`config.mk`:
```
export PLATFORM = sky130hd
export DESIGN_NAME = rv_exu_queue
export DESIGN_NICKNAME = d
export VERILOG_FILES = /design/src/sv/rv_exu_pkg.sv /design/src/sv/rv_exu_queue.sv
export SDC_FILE = /design/constraint.sdc
export NUM_CORES = 1
export LEC_CHECK = 0
export ABC_AREA = 1
export BUFFER_PORTS_ARGS = -buffer_cell sky130_fd_sc_hd__buf_2
export CAP_MARGIN = 30
export CORE_MARGIN = 4
export CORE_UTILIZATION = 35
export CTS_CLUSTER_DIAMETER = 60
export DETAILED_ROUTE_END_ITERATION = 7
export GPL_TIMING_DRIVEN = 1
export MAX_ROUTING_LAYER = met4
export PLACE_DENSITY_LB_ADDON = 0.12
export SETUP_SLACK_MARGIN = 0.4
export SYNTH_ARGS = -nofsm -noshare
export SYNTH_HDL_FRONTEND = slang
export SYNTH_SLANG_ARGS = --single-unit
```
`constraint.sdc`:
```
create_clock -name clk -period 7 [get_ports clk]
set_input_delay 0.35 -clock clk [delete_from_list [all_inputs] [get_ports clk]]
set_output_delay 0.35 -clock clk [all_outputs]
set_load 0.005 [all_outputs]
```
`src/sv/rv_exu_pkg.sv`:
```
// rv_exu_pkg: operation codes, item classes and the transaction type shared by
// the execute unit modules
// no dependencies
package rv_exu_pkg;

	localparam int XLEN = 32;
	localparam int OPW = 5;

	// operation codes
	localparam logic [OPW-1:0] OP_OR     = 5'd0;
	localparam logic [OPW-1:0] OP_AND    = 5'd1;
	localparam logic [OPW-1:0] OP_XOR    = 5'd2;
	localparam logic [OPW-1:0] OP_ADD    = 5'd3;
	localparam logic [OPW-1:0] OP_SUB    = 5'd4;
	localparam logic [OPW-1:0] OP_SLL    = 5'd5;
	localparam logic [OPW-1:0] OP_SRL    = 5'd6;
	localparam logic [OPW-1:0] OP_SRA    = 5'd7;
	localparam logic [OPW-1:0] OP_MUL    = 5'd8;
	localparam logic [OPW-1:0] OP_MULH   = 5'd9;
	localparam logic [OPW-1:0] OP_MULHSU = 5'd10;
	localparam logic [OPW-1:0] OP_MULHU  = 5'd11;
	localparam logic [OPW-1:0] OP_DIV    = 5'd12;
	localparam logic [OPW-1:0] OP_DIVU   = 5'd13;
	localparam logic [OPW-1:0] OP_REM    = 5'd14;
	localparam logic [OPW-1:0] OP_REMU   = 5'd15;
	localparam logic [OPW-1:0] OP_SLT    = 5'd16;
	localparam logic [OPW-1:0] OP_SLTU   = 5'd17;
	localparam logic [OPW-1:0] OP_PCADD  = 5'd18;
	localparam logic [OPW-1:0] OP_JALR   = 5'd19;
	localparam logic [OPW-1:0] OP_BEQ    = 5'd20;
	localparam logic [OPW-1:0] OP_BNE    = 5'd21;
	localparam logic [OPW-1:0] OP_BLT    = 5'd22;
	localparam logic [OPW-1:0] OP_BLTU   = 5'd23;
	localparam logic [OPW-1:0] OP_BGE    = 5'd24;
	localparam logic [OPW-1:0] OP_BGEU   = 5'd25;

	localparam logic [XLEN-1:0] JUMP_MASK = 32'hFFFF_FFFE;

	// item classes
	typedef enum logic [1:0] {
		CLS_ALU,
		CLS_MUL,
		CLS_DIV,
		CLS_NONE
	} cls_t;

	// one classified transaction
	typedef struct packed {
		cls_t            cls;
		logic [OPW-1:0]  op;
		logic [XLEN-1:0] a;
		logic [XLEN-1:0] b;
		logic [XLEN-1:0] pc;
	} item_t;

endpackage

```
`src/sv/rv_exu_queue.sv`:
```
// rv_exu_queue: short transaction queue between the front and back parts
// depends on rv_exu_pkg
module rv_exu_queue
	import rv_exu_pkg::*;
#(
	parameter int DEPTH = 4
) (
	input  logic  clk,
	input  logic  arst_n,
	input  logic  push,
	input  item_t wdata,
	input  logic  pop,
	output item_t rdata,
	output logic  full,
	output logic  empty
);

	localparam int AW = (DEPTH > 1) ? $clog2(DEPTH) : 1;
	localparam int CW = $clog2(DEPTH + 1);

	item_t          mem_q [DEPTH];
	logic [AW-1:0]  wptr_q;
	logic [AW-1:0]  rptr_q;
	logic [CW-1:0]  count_q;
	logic           do_push;
	logic           do_pop;

	assign full    = (count_q == CW'(DEPTH));
	assign empty   = (count_q == '0);
	assign do_push = push && !full;
	assign do_pop  = pop && !empty;
	assign rdata   = mem_q[rptr_q];

	// pointers and fill count
	always_ff @(posedge clk or negedge arst_n) begin
		if (!arst_n) begin
			wptr_q  <= '0;
			rptr_q  <= '0;
			count_q <= '0;
		end else begin
			if (do_push)
				wptr_q <= (wptr_q == AW'(DEPTH - 1)) ? '0 : wptr_q + 1'b1;
			if (do_pop)
				rptr_q <= (rptr_q == AW'(DEPTH - 1)) ? '0 : rptr_q + 1'b1;
			if (do_push && !do_pop)
				count_q <= count_q + 1'b1;
			else if (do_pop && !do_push)
				count_q <= count_q - 1'b1;
		end
	end

	// storage
	always_ff @(posedge clk) begin
		if (do_push)
			mem_q[wptr_q] <= wdata;
	end

endmodule

```
Yosys cells after proc, flatten, opt, wreduce, memory -nomap -nowiden
Memories as Yosys holds them, arrays and structs flattened.
Index checks and enable logic that the tools add are counted.
{"block": "word_totals", "wordCells": 27, "mem_bits_rw": 412, "reg_bits": 7, "mem_count": 1, "output_inout_bits": 105}
{"block": "op_classes", "muxes": 6, "addsub": 4, "n_reduce_logical": 10, "n_eq_ne": 3}
{"memory": "mem_q", "words": 4, "word_bits": 103, "rd": 1, "rd_ports_with_merged_regs": 0, "wr": 1, "line_no": "rv_exu_queue.sv:21", "source": "item_t mem_q [DEPTH];"}
{"op": "$mux W3", "count": 2}
{"op": "$add A2 B1 Y2 const B", "count": 2}
{"op": "$eq A2 B2 Y1 const B", "count": 2}
{"op": "$logic_and A1 B1 Y1", "count": 4}
{"op": "$logic_not A1 Y1", "count": 4}
{"op": "$mux W2", "count": 2}
{"op": "$add A3 B1 Y3 const B", "count": 1}
{"op": "$eq A3 B3 Y1 const B", "count": 1}
{"op": "$logic_not A3 Y1", "count": 1}
{"op": "$sub A3 B1 Y3 const B", "count": 1}
{"op": "$mux W1", "count": 2}
{"op": "$reduce_bool A2 Y1", "count": 1}

Logic depth before layout (Yosys ltp)
Gate-level depths: netlist of run 1.
{"block": "depth", "ltp_word": 7, "mapped_depth": 12, "ltp_nobuf": 12}

Worst setup path after synthesis of run 1
No wires, ideal clock.
{"block": "synth_timing", "path_type": "register to register", "start": "register count_q[0]", "end": "memory mem_q[0][0] in the netlist's numbering, enable pin", "synth_period_minus_slack_ns": 5.578, "required_ns": 6.434, "setup_ns": 0.566, "t_arrival_ns": 5.012, "stages_incl_launch_ff": 5, "slack_ns": 1.422, "cell_sequence": "dfrtp_1 -> inv_1 -> nand3_1 -> nand2_1 -> nor2_1"}
{"block": "synth_between", "elab_chain_len": 5}
{"element": "from (decl)", "line_no": "rv_exu_queue.sv:24", "source": "logic [CW-1:0] count_q;"}
{"element": "from (signal assigned)", "line_no": "rv_exu_queue.sv:46", "source": "count_q <= count_q + 1'b1;"}
{"element": "from (signal assigned)", "line_no": "rv_exu_queue.sv:48", "source": "count_q <= count_q - 1'b1;"}
{"element": "$eq A3 B3 Y1", "line_no": "rv_exu_queue.sv:28", "source": "assign full = (count_q == CW'(DEPTH));"}
{"element": "$logic_not A1 Y1", "line_no": "rv_exu_queue.sv:30", "source": "assign do_push = push && !full;"}
{"element": "$logic_and A1 B1 Y1", "line_no": "rv_exu_queue.sv:30"}
{"element": "$mux W1", "line_no": "rv_exu_queue.sv:54", "source": "if (do_push)"}
{"element": "$mux W1 (not written as such)", "line_no": "rv_exu_queue.sv:55", "source": "mem_q[wptr_q] <= wdata;"}
{"element": "to (decl)", "line_no": "rv_exu_queue.sv:21"}
No other way between the ends.

==> reports/results.txt, run 1 <==
Status - finished clean
Port Buffers - 211
Leak - 8.166 nW
Synth area leader - edfxtp_1
Post-layout min period - 3.124 ns
FMAX - 320.1 MHz
Wire length per cell - 16.38 µm
Slowest stage delay, CP - 0.92 ns
Die height - 227.6 µm
Total number of vias - 10.08k
Crit path cell chain - buf_4 > o211ai_1 > nand2_1 > buf_2
Drt total wl - 36,400 µm
Register area share after synthesis - 0.7433
IO Count - 212
CP Class - reg2out
Sum Neg Setup Slack - 0 ns
Skew final - 0.009706 ns
Vias/cell - 4.537
Vias in the first global route - 9,791
Power density over the cells - 393.5 nW/µm²
CP delay by family, top - flip-flops
WP data required - 6.65 ns
Die area - 51,810 µm²
Worst hold path type - in2reg
Global-route wire length before repair - 56,510 µm
Final period util - 0.4463
Syn nets - 1,377
CTS tree - built
Layout fillers - 4,375
Synth top area share - 0.7329
Initial antenna violation count - 4
Rows - 80
PostCTS Resize Cnt - 0
Crit end category - primary output
Commonest non-fill, non-tap cell in the layout - edfxtp_1
Top sig layer - met4
Final Slew Violations - 0
Cell count after synthesis - 1,263
H-Tree Depth - 2
Final WS setup - 3.876 ns
Worst-margin pin slew - 0.9626 ns
Reg2Reg Launch Point - count_q[0]
Clk pin slew, worst setup/hold paths - 0.05 ns
Clock sinks - 419
Cell Area, Synth - 16,880 µm²
Max-cap violations - 0
Clk Tree Root Cell - clkbuf_16
Most frequent cells in the layout - edfxtp_1, nand2_1, inv_1
Top post-synthesis cells by area - edfxtp_1, o211ai_1, nand2_1
VDD IR max - 0.3173 mV
Worst Path Max Fanout - 58
Remaining antenna violation count - 0
Setup violations, final - 0
HPWL Detailed - 20,340 µm
Clock Latency Late Sink - 0.56 ns
Initial Util - 0.3535
Count of nets after finishing - 1,685
Largest net degree at the start of global routing - 196
DR DRC count - 0
RSZ-0062 raised after global routing - no
RePlAce Congestion - 0.7289
TritonCTS buffer count - 46
Setup crit start kind - flop
Fraction of layout cells with a size suffix above 1 - 0.1790
Syn Area/Cell - 13.36 µm²
Routed wl met3 - 1722 µm
Met1 WL - 16,750 µm
Sum of buffers and inverters on the critical path - 2
Yosys reg bits - 419
Area Overhead vs Synth - 23.02%
Final Hold Fails - 0
Critical-path top delay cell - dfrtp_4
CP startpoint - rptr_q[1]
Critical path arrival - 2.77 ns
Min-delay src - push
Metal2 WL - 17,140 µm
Rel. slew slack - 0.3583
CORE AREA - 47,750 µm²
GRT Total Usage - 0.1444
Overflow after GRT - 0
Total setup buffers inserted after CTS - 0
Max clock buf depth - 3
Synth unique cells - 17
Synth warn - 0
Post-Place Setup Slack - 4.147 ns
Die Span X - 227.6 µm
DRT Pass-1 Iters - 4
Initial DRC count - 509
[area by class of cell]
| cell class | count | area [µm²] | area share |
|---|---|---|---|
| Clock inverter | 14 | 63.81 | 0.003073 |
| Clock buffer | 66 | 1310 | 0.06308 |
| Tap cell | 615 | 769.5 | 0.03705 |
| Sequential cell | 419 | 12550 | 0.6046 |
| Timing Repair Buffer | 329 | 2255 | 0.1086 |
| Antenna cell | 4 | 10.01 | 0.0004820 |
| Multi-Input combinational cell | 553 | 2965 | 0.1428 |
| Inverter | 222 | 838.3 | 0.04037 |
[metrics by stage]
step	utilization	instances	cell area (µm²)	hold slack (ns)	power [mW]
finish	0.4349	2222	20770	0.07300	8.171
global route	0.4349	2222	20770	0.04586	8.755
CTS	0.4341	2217	20730	0.01835	8.358
detailed placement	0.3836	2033	18310	0.2026	6.061
global placement	0.3830	2032	18290	0.2027	6.027
floorplan	-	1263	16880	0.05441	5.207
[worst min-delay path, delay by kind of cell]
kind	cells	cell delay, ns
AND/OR/NAND/NOR	2	0.14
buffers and inverters	1	0.10
[report_power, final]
| part | switching [mW] | internal (mW) |
|---|---|---|
| Clock | 0.924 | 1.29 |
| Combinational | 1.59 | 0.882 |
| Sequential | 0.193 | 3.30 |
| Total | 2.70 | 5.47 |
[final timing paths]
path / end / slack, ns / depth (start not counted)
hold / removal: wptr_q[1] / 0.07 / 3
max in group asynchronous: rptr_q[1] / 6.62 / 2
min in group asynchronous: count_q[2] / 0.18 / 2
setup / recovery: rdata[92] / 3.88 / 4
setup reg to reg: mem_q[0][24] / 4.23 / 5
hold reg to reg: count_q[2] / 0.51 / 2
[logic make-up after synthesis]
| logic type | count (synthesis) | synth area share |
|---|---|---|
| flops | 419 | 0.7433 |
| simple gates | 338 | 0.07583 |
| buf+inv | 291 | 0.08280 |
| fa+ha+maj | 7 | 0.005633 |
| xor+xnor | 1 | 0.0005190 |
| compound gates | 207 | 0.09191 |
[sequential cells by signal (all words and copies together), names as in the netlist]
register / flops
mem_q: 412
count_q: 3
rptr_q: 2
wptr_q: 2
[synth_stat cells (all sizes together)]
master,count
edfxtp,412
nand2,324
inv,222
o211ai,206
buf,65
dfrtp,7
nand3,7
ha,6
nor2,6
clkbuf,4
fa,1
nand4,1
o21ai,1
xnor2,1
[routing by layer]
layer,vias up,track usage
met5,-,-
met1,4820,0.1920
met3,62,0.02800
met4,0,0.04392
li1,5020,-
met2,180,0.2273
[timing repair]
item	in CTS	in global routing
hold endpoints to repair	418	0
endpoints found under the setup margin	0	0
hold buffers	104	0
No activity file was read; power rests on OpenSTA's default activity.
==> inputs of run 2 (changes only) <==
--- a/config.mk
+++ b/config.mk
@@ -5,7 +5,7 @@
 export SDC_FILE = /design/constraint.sdc
 export NUM_CORES = 1
 export LEC_CHECK = 0
-export ABC_AREA = 1
+export ABC_AREA = 0
 export BUFFER_PORTS_ARGS = -buffer_cell sky130_fd_sc_hd__buf_2
 export CAP_MARGIN = 30
 export CORE_MARGIN = 4
==> constraint.sdc (replaced) <==
create_clock -name clk -period 2.8 [get_ports clk]
set_input_delay 0.14 -clock clk [delete_from_list [all_inputs] [get_ports clk]]
set_output_delay 0.14 -clock clk [all_outputs]
set_load 0.005 [all_outputs]
==> run 2 against run 1 <==
- area after synthesis down 9.3%
- non-clock buffer count up 5
- hold slack worse by 0.0050 ns
- largest cell class unchanged
- clock-buffer cell count down 14
- clock skew down 0.00066 ns
- global-route usage down 0.48 points
- via count down 28%
- synthesized cell count down 54%
- core utilization up 2.0 points
- sequential share of layout area up 3.5 points
- total power up 140%
==> reports/results.txt, run 2 <==
PostCTS Resize Cnt - 0 (unchanged)
WP data required - 2.66 ns (-3.99 ns)
Placed instance area - 17,160 µm² (-6.3%)
Critical path arrival - 2.13 ns (-0.64 ns)
H-Tree Depth - 2 (unchanged)
Worst-margin pin slew - 0.5081 ns (-0.4545 ns)
Leak - 6.697 nW (-18%)
Switching portion of total power - 0.2764 (-0.05443)
CTS tree - built
Syn nets - 690 (-50%)
CORE AREA - 43,170 µm² (-9.6%)
Cell count after synthesis - 576 (-54%)
RSZ-0062 raised after global routing - no
Max clock buf depth - 3 (unchanged)
Largest register by flop count - mem_q
Commonest non-fill, non-tap cell in the layout - edfxtp_1
Status - finished clean
Max-cap violations - 0 (unchanged)
Post-Place Setup Slack - 0.5921 ns (-3.555 ns)
Top post-synthesis cells by area - edfxtp_1, mux4_2, dfrtp_1
IO Count - 212 (unchanged)
Top flop regs - mem_q x412, count_q x3
Synth top area share - 0.8082 (+0.07531)
Internal Power - 14.19 mW (+160%)
Fin area - 19,640 µm² (-5.4%)
Layout fillers - 3,740 (-15%)
Overflow after GRT - 0 (unchanged)
Die Span X - 217.1 µm (-4.6%)
Gate power share - 0.281 (-0.021)
Skew final - 0.009042 ns (-0.0006633 ns)
Crit end category - primary output
Global-route wire length before repair - 48,830 µm (-14%)
Sequential cell area - 12,550 µm² (unchanged)
Power density over the cells - 998.6 nW/µm² (+150%)
HPWL Detailed - 18,600 µm (-8.6%)
Post-route core utilization - 0.4549 (+0.01997)
Post-synth EDFFs - 412 (unchanged)
Worst Path Max Fanout - 37 (-36%)
Total number of vias - 7,224 (-28%)
Clock sinks - 419 (unchanged)
Setup violations, final - 0 (unchanged)
Initial DRC count - 422 (-17%)
GRT Total Usage - 0.1396 (-0.004810)
Yosys reg bits - 419 (unchanged)
Sum Neg Setup Slack - 0 ns (unchanged)
RePlAce Congestion - 0.7129 (-2.2%)
Count leader, synth - edfxtp_1
Vias in the first global route - 8,198 (-16%)
CP Class - reg2out
Worst hold path type - in2reg
Drt total wl - 31,690 µm (-13%)
Rel. slew slack - 0.6613 (+0.3030)
Wire length per cell - 20.42 µm (+25%)
Synth warn - 0 (unchanged)
Final period util - 0.8107
VDD IR max - 0.7139 mV (+120%)
Slowest stage delay, CP - 0.59 ns (-0.33 ns)
Remaining antenna violation count - 0 (unchanged)
Largest net degree at the start of global routing - 75 (-62%)
Post-synth ARST share - 0.01671 (unchanged)
Die area - 47,150 µm² (-9.0%)
Area of the multi-input gates - 2589 µm² (-13%)
DRT Pass-1 Iters - 4 (unchanged)
Synth area leader - edfxtp_1
Max reg flops - 412 (unchanged)
Critical-path top delay cell - mux4_2
Vias/cell - 4.655 (+2.6%)
Die height - 217.1 µm (-4.6%)
Initial Util - 0.3546 (+0.001030)
Initial antenna violation count - 1 (-3)
Count of nets after finishing - 1,047 (-38%)
FMAX - 440.5 MHz
Final Slew Violations - 0 (unchanged)
Register area share after synthesis - 0.8197 (+0.07637)
Syn Area/Cell - 26.57 µm² (+99%)
Clk pin slew, worst setup/hold paths - 0.06 ns (about the same)
Sequential share of power - 0.437 (+0.010)
Clk Tree Root Cell - clkbuf_16
Setup crit start kind - flop
Switching pwr - 5.420 mW (+100%)
Port Buffers - 211 (unchanged)
Clk network pwr share - 0.282 (+0.011)
Final WS setup - 0.5301 ns (-3.346 ns)
Synth unique cells - 22 (+5)
Area Overhead vs Synth - 28.30%
Ys flop type - edfxtp_1
Fin cells - 1,552 (-30%)
Clock Latency Late Sink - 0.56 ns (about the same)
TritonCTS buffer count - 45 (-2.2%)
Cell Area, Synth - 15,310 µm² (-9.3%)
DR DRC count - 0 (unchanged)
Final Hold Fails - 0 (unchanged)
Crit path cell chain - buf_12 > mux4_2 > buf_2
Fraction of layout cells with a size suffix above 1 - 0.4203 (+0.2413)
Rows - 76 (-5.0%)
Dpl cells - 1,362 (-33%)
Commonest cells post-synth - edfxtp_1, mux4_2, buf_2
Post-layout min period - 2.270 ns
Most frequent cells in the layout - edfxtp_1, buf_2, dlygate4sd3_1
run 2: changes by cell type after synthesis, sizes merged, moves of 2 or more:
| cell | previous run | this run |
|---|---|---|
| mux2 | 0 | 4 |
| mux4 | 0 | 103 |
| and2 | 0 | 3 |
| inv | 222 | 3 |
| nand2 | 324 | 1 |
| buf | 65 | 20 |
| xor2 | 0 | 2 |
| nand3 | 7 | 0 |
| nor3 | 0 | 2 |
| nor2 | 6 | 3 |
| o211ai | 206 | 0 |
run 2: kinds of logic (layout without fill, tap and decap cells):
group / after synthesis / count (layout) / share of synthesized area
compound gates: 2 / 2 / 0.001308
buf+inv: 27 / 417 / 0.01251
flops: 419 / 419 / 0.8197
xor+xnor: 3 / 3 / 0.001717
simple gates: 11 / 11 / 0.004087
fa+ha+maj: 7 / 7 / 0.006212
other cells: 0 / 1 / 0
mux: 107 / 107 / 0.1545
run 2: repair_timing:
action | 4_1_cts | 5_1_grt
endpoints found under the setup margin | 91 | 0
buffers inserted | 3 | 0
hold endpoints to repair | 421 | 0
hold buffers | 106 | 0
run 2: through the flow:
step                power (mW)  hold slack (ns)
detailed placement       14.27      -0.00002881
global route             20.70          0.06645
floorplan                11.92          -0.1556
global placement         14.14         -0.01608
CTS                      20.06          0.03005
finish                   19.61          0.06804
run 2: worst max-delay path, delay by kind of cell, from the launching register on:
family   cells  cell delay [ns]
buf+inv      2             0.46
flops        1             0.49
mux          1             0.59
run 2: final cells by class:
class	instances	share of cell area
clock inverters	28	0.009429
inverters	3	0.0005734
multi-input cells	130	0.1318
clock buffers	52	0.06084
flip-flops and latches	419	0.6393
well taps	585	0.03727
repair buffers	334	0.1207
diodes	1	0.0001274
run 2: path summary, 6_finish.rpt:
path                             from  cells after the start  slack (ns)            to
min in group asynchronous      arst_n                      3        0.57     wptr_q[1]
hold / removal                   push                      3        0.07  mem_q[3][78]
setup / recovery            rptr_q[0]                      3        0.53      rdata[7]
max in group asynchronous      arst_n                      3        1.93     rptr_q[0]
setup reg to reg           count_q[2]                      8        0.60    count_q[2]
hold reg to reg            count_q[2]                      1        0.54    count_q[2]
run 2: routing by layer:
metal,wire (µm),up-vias,track usage
li1,-,3205,-
met1,13320,3812,0.1718
met2,15890,163,0.2282
met3,1969,44,0.04342
met4,514,0,0.03456
met5,0,-,-
run 2: power by group through the flow:
stage	combinational, mW	sequential, mW	clock [mW]
4_1_cts	5.74	8.60	5.71
3_3_place_gp	5.44	8.70	0
3_5_place_dp	5.48	8.79	0
6_report	5.51	8.58	5.52
5_1_grt	6.03	8.68	5.99
2_1_floorplan	3.29	8.63	0
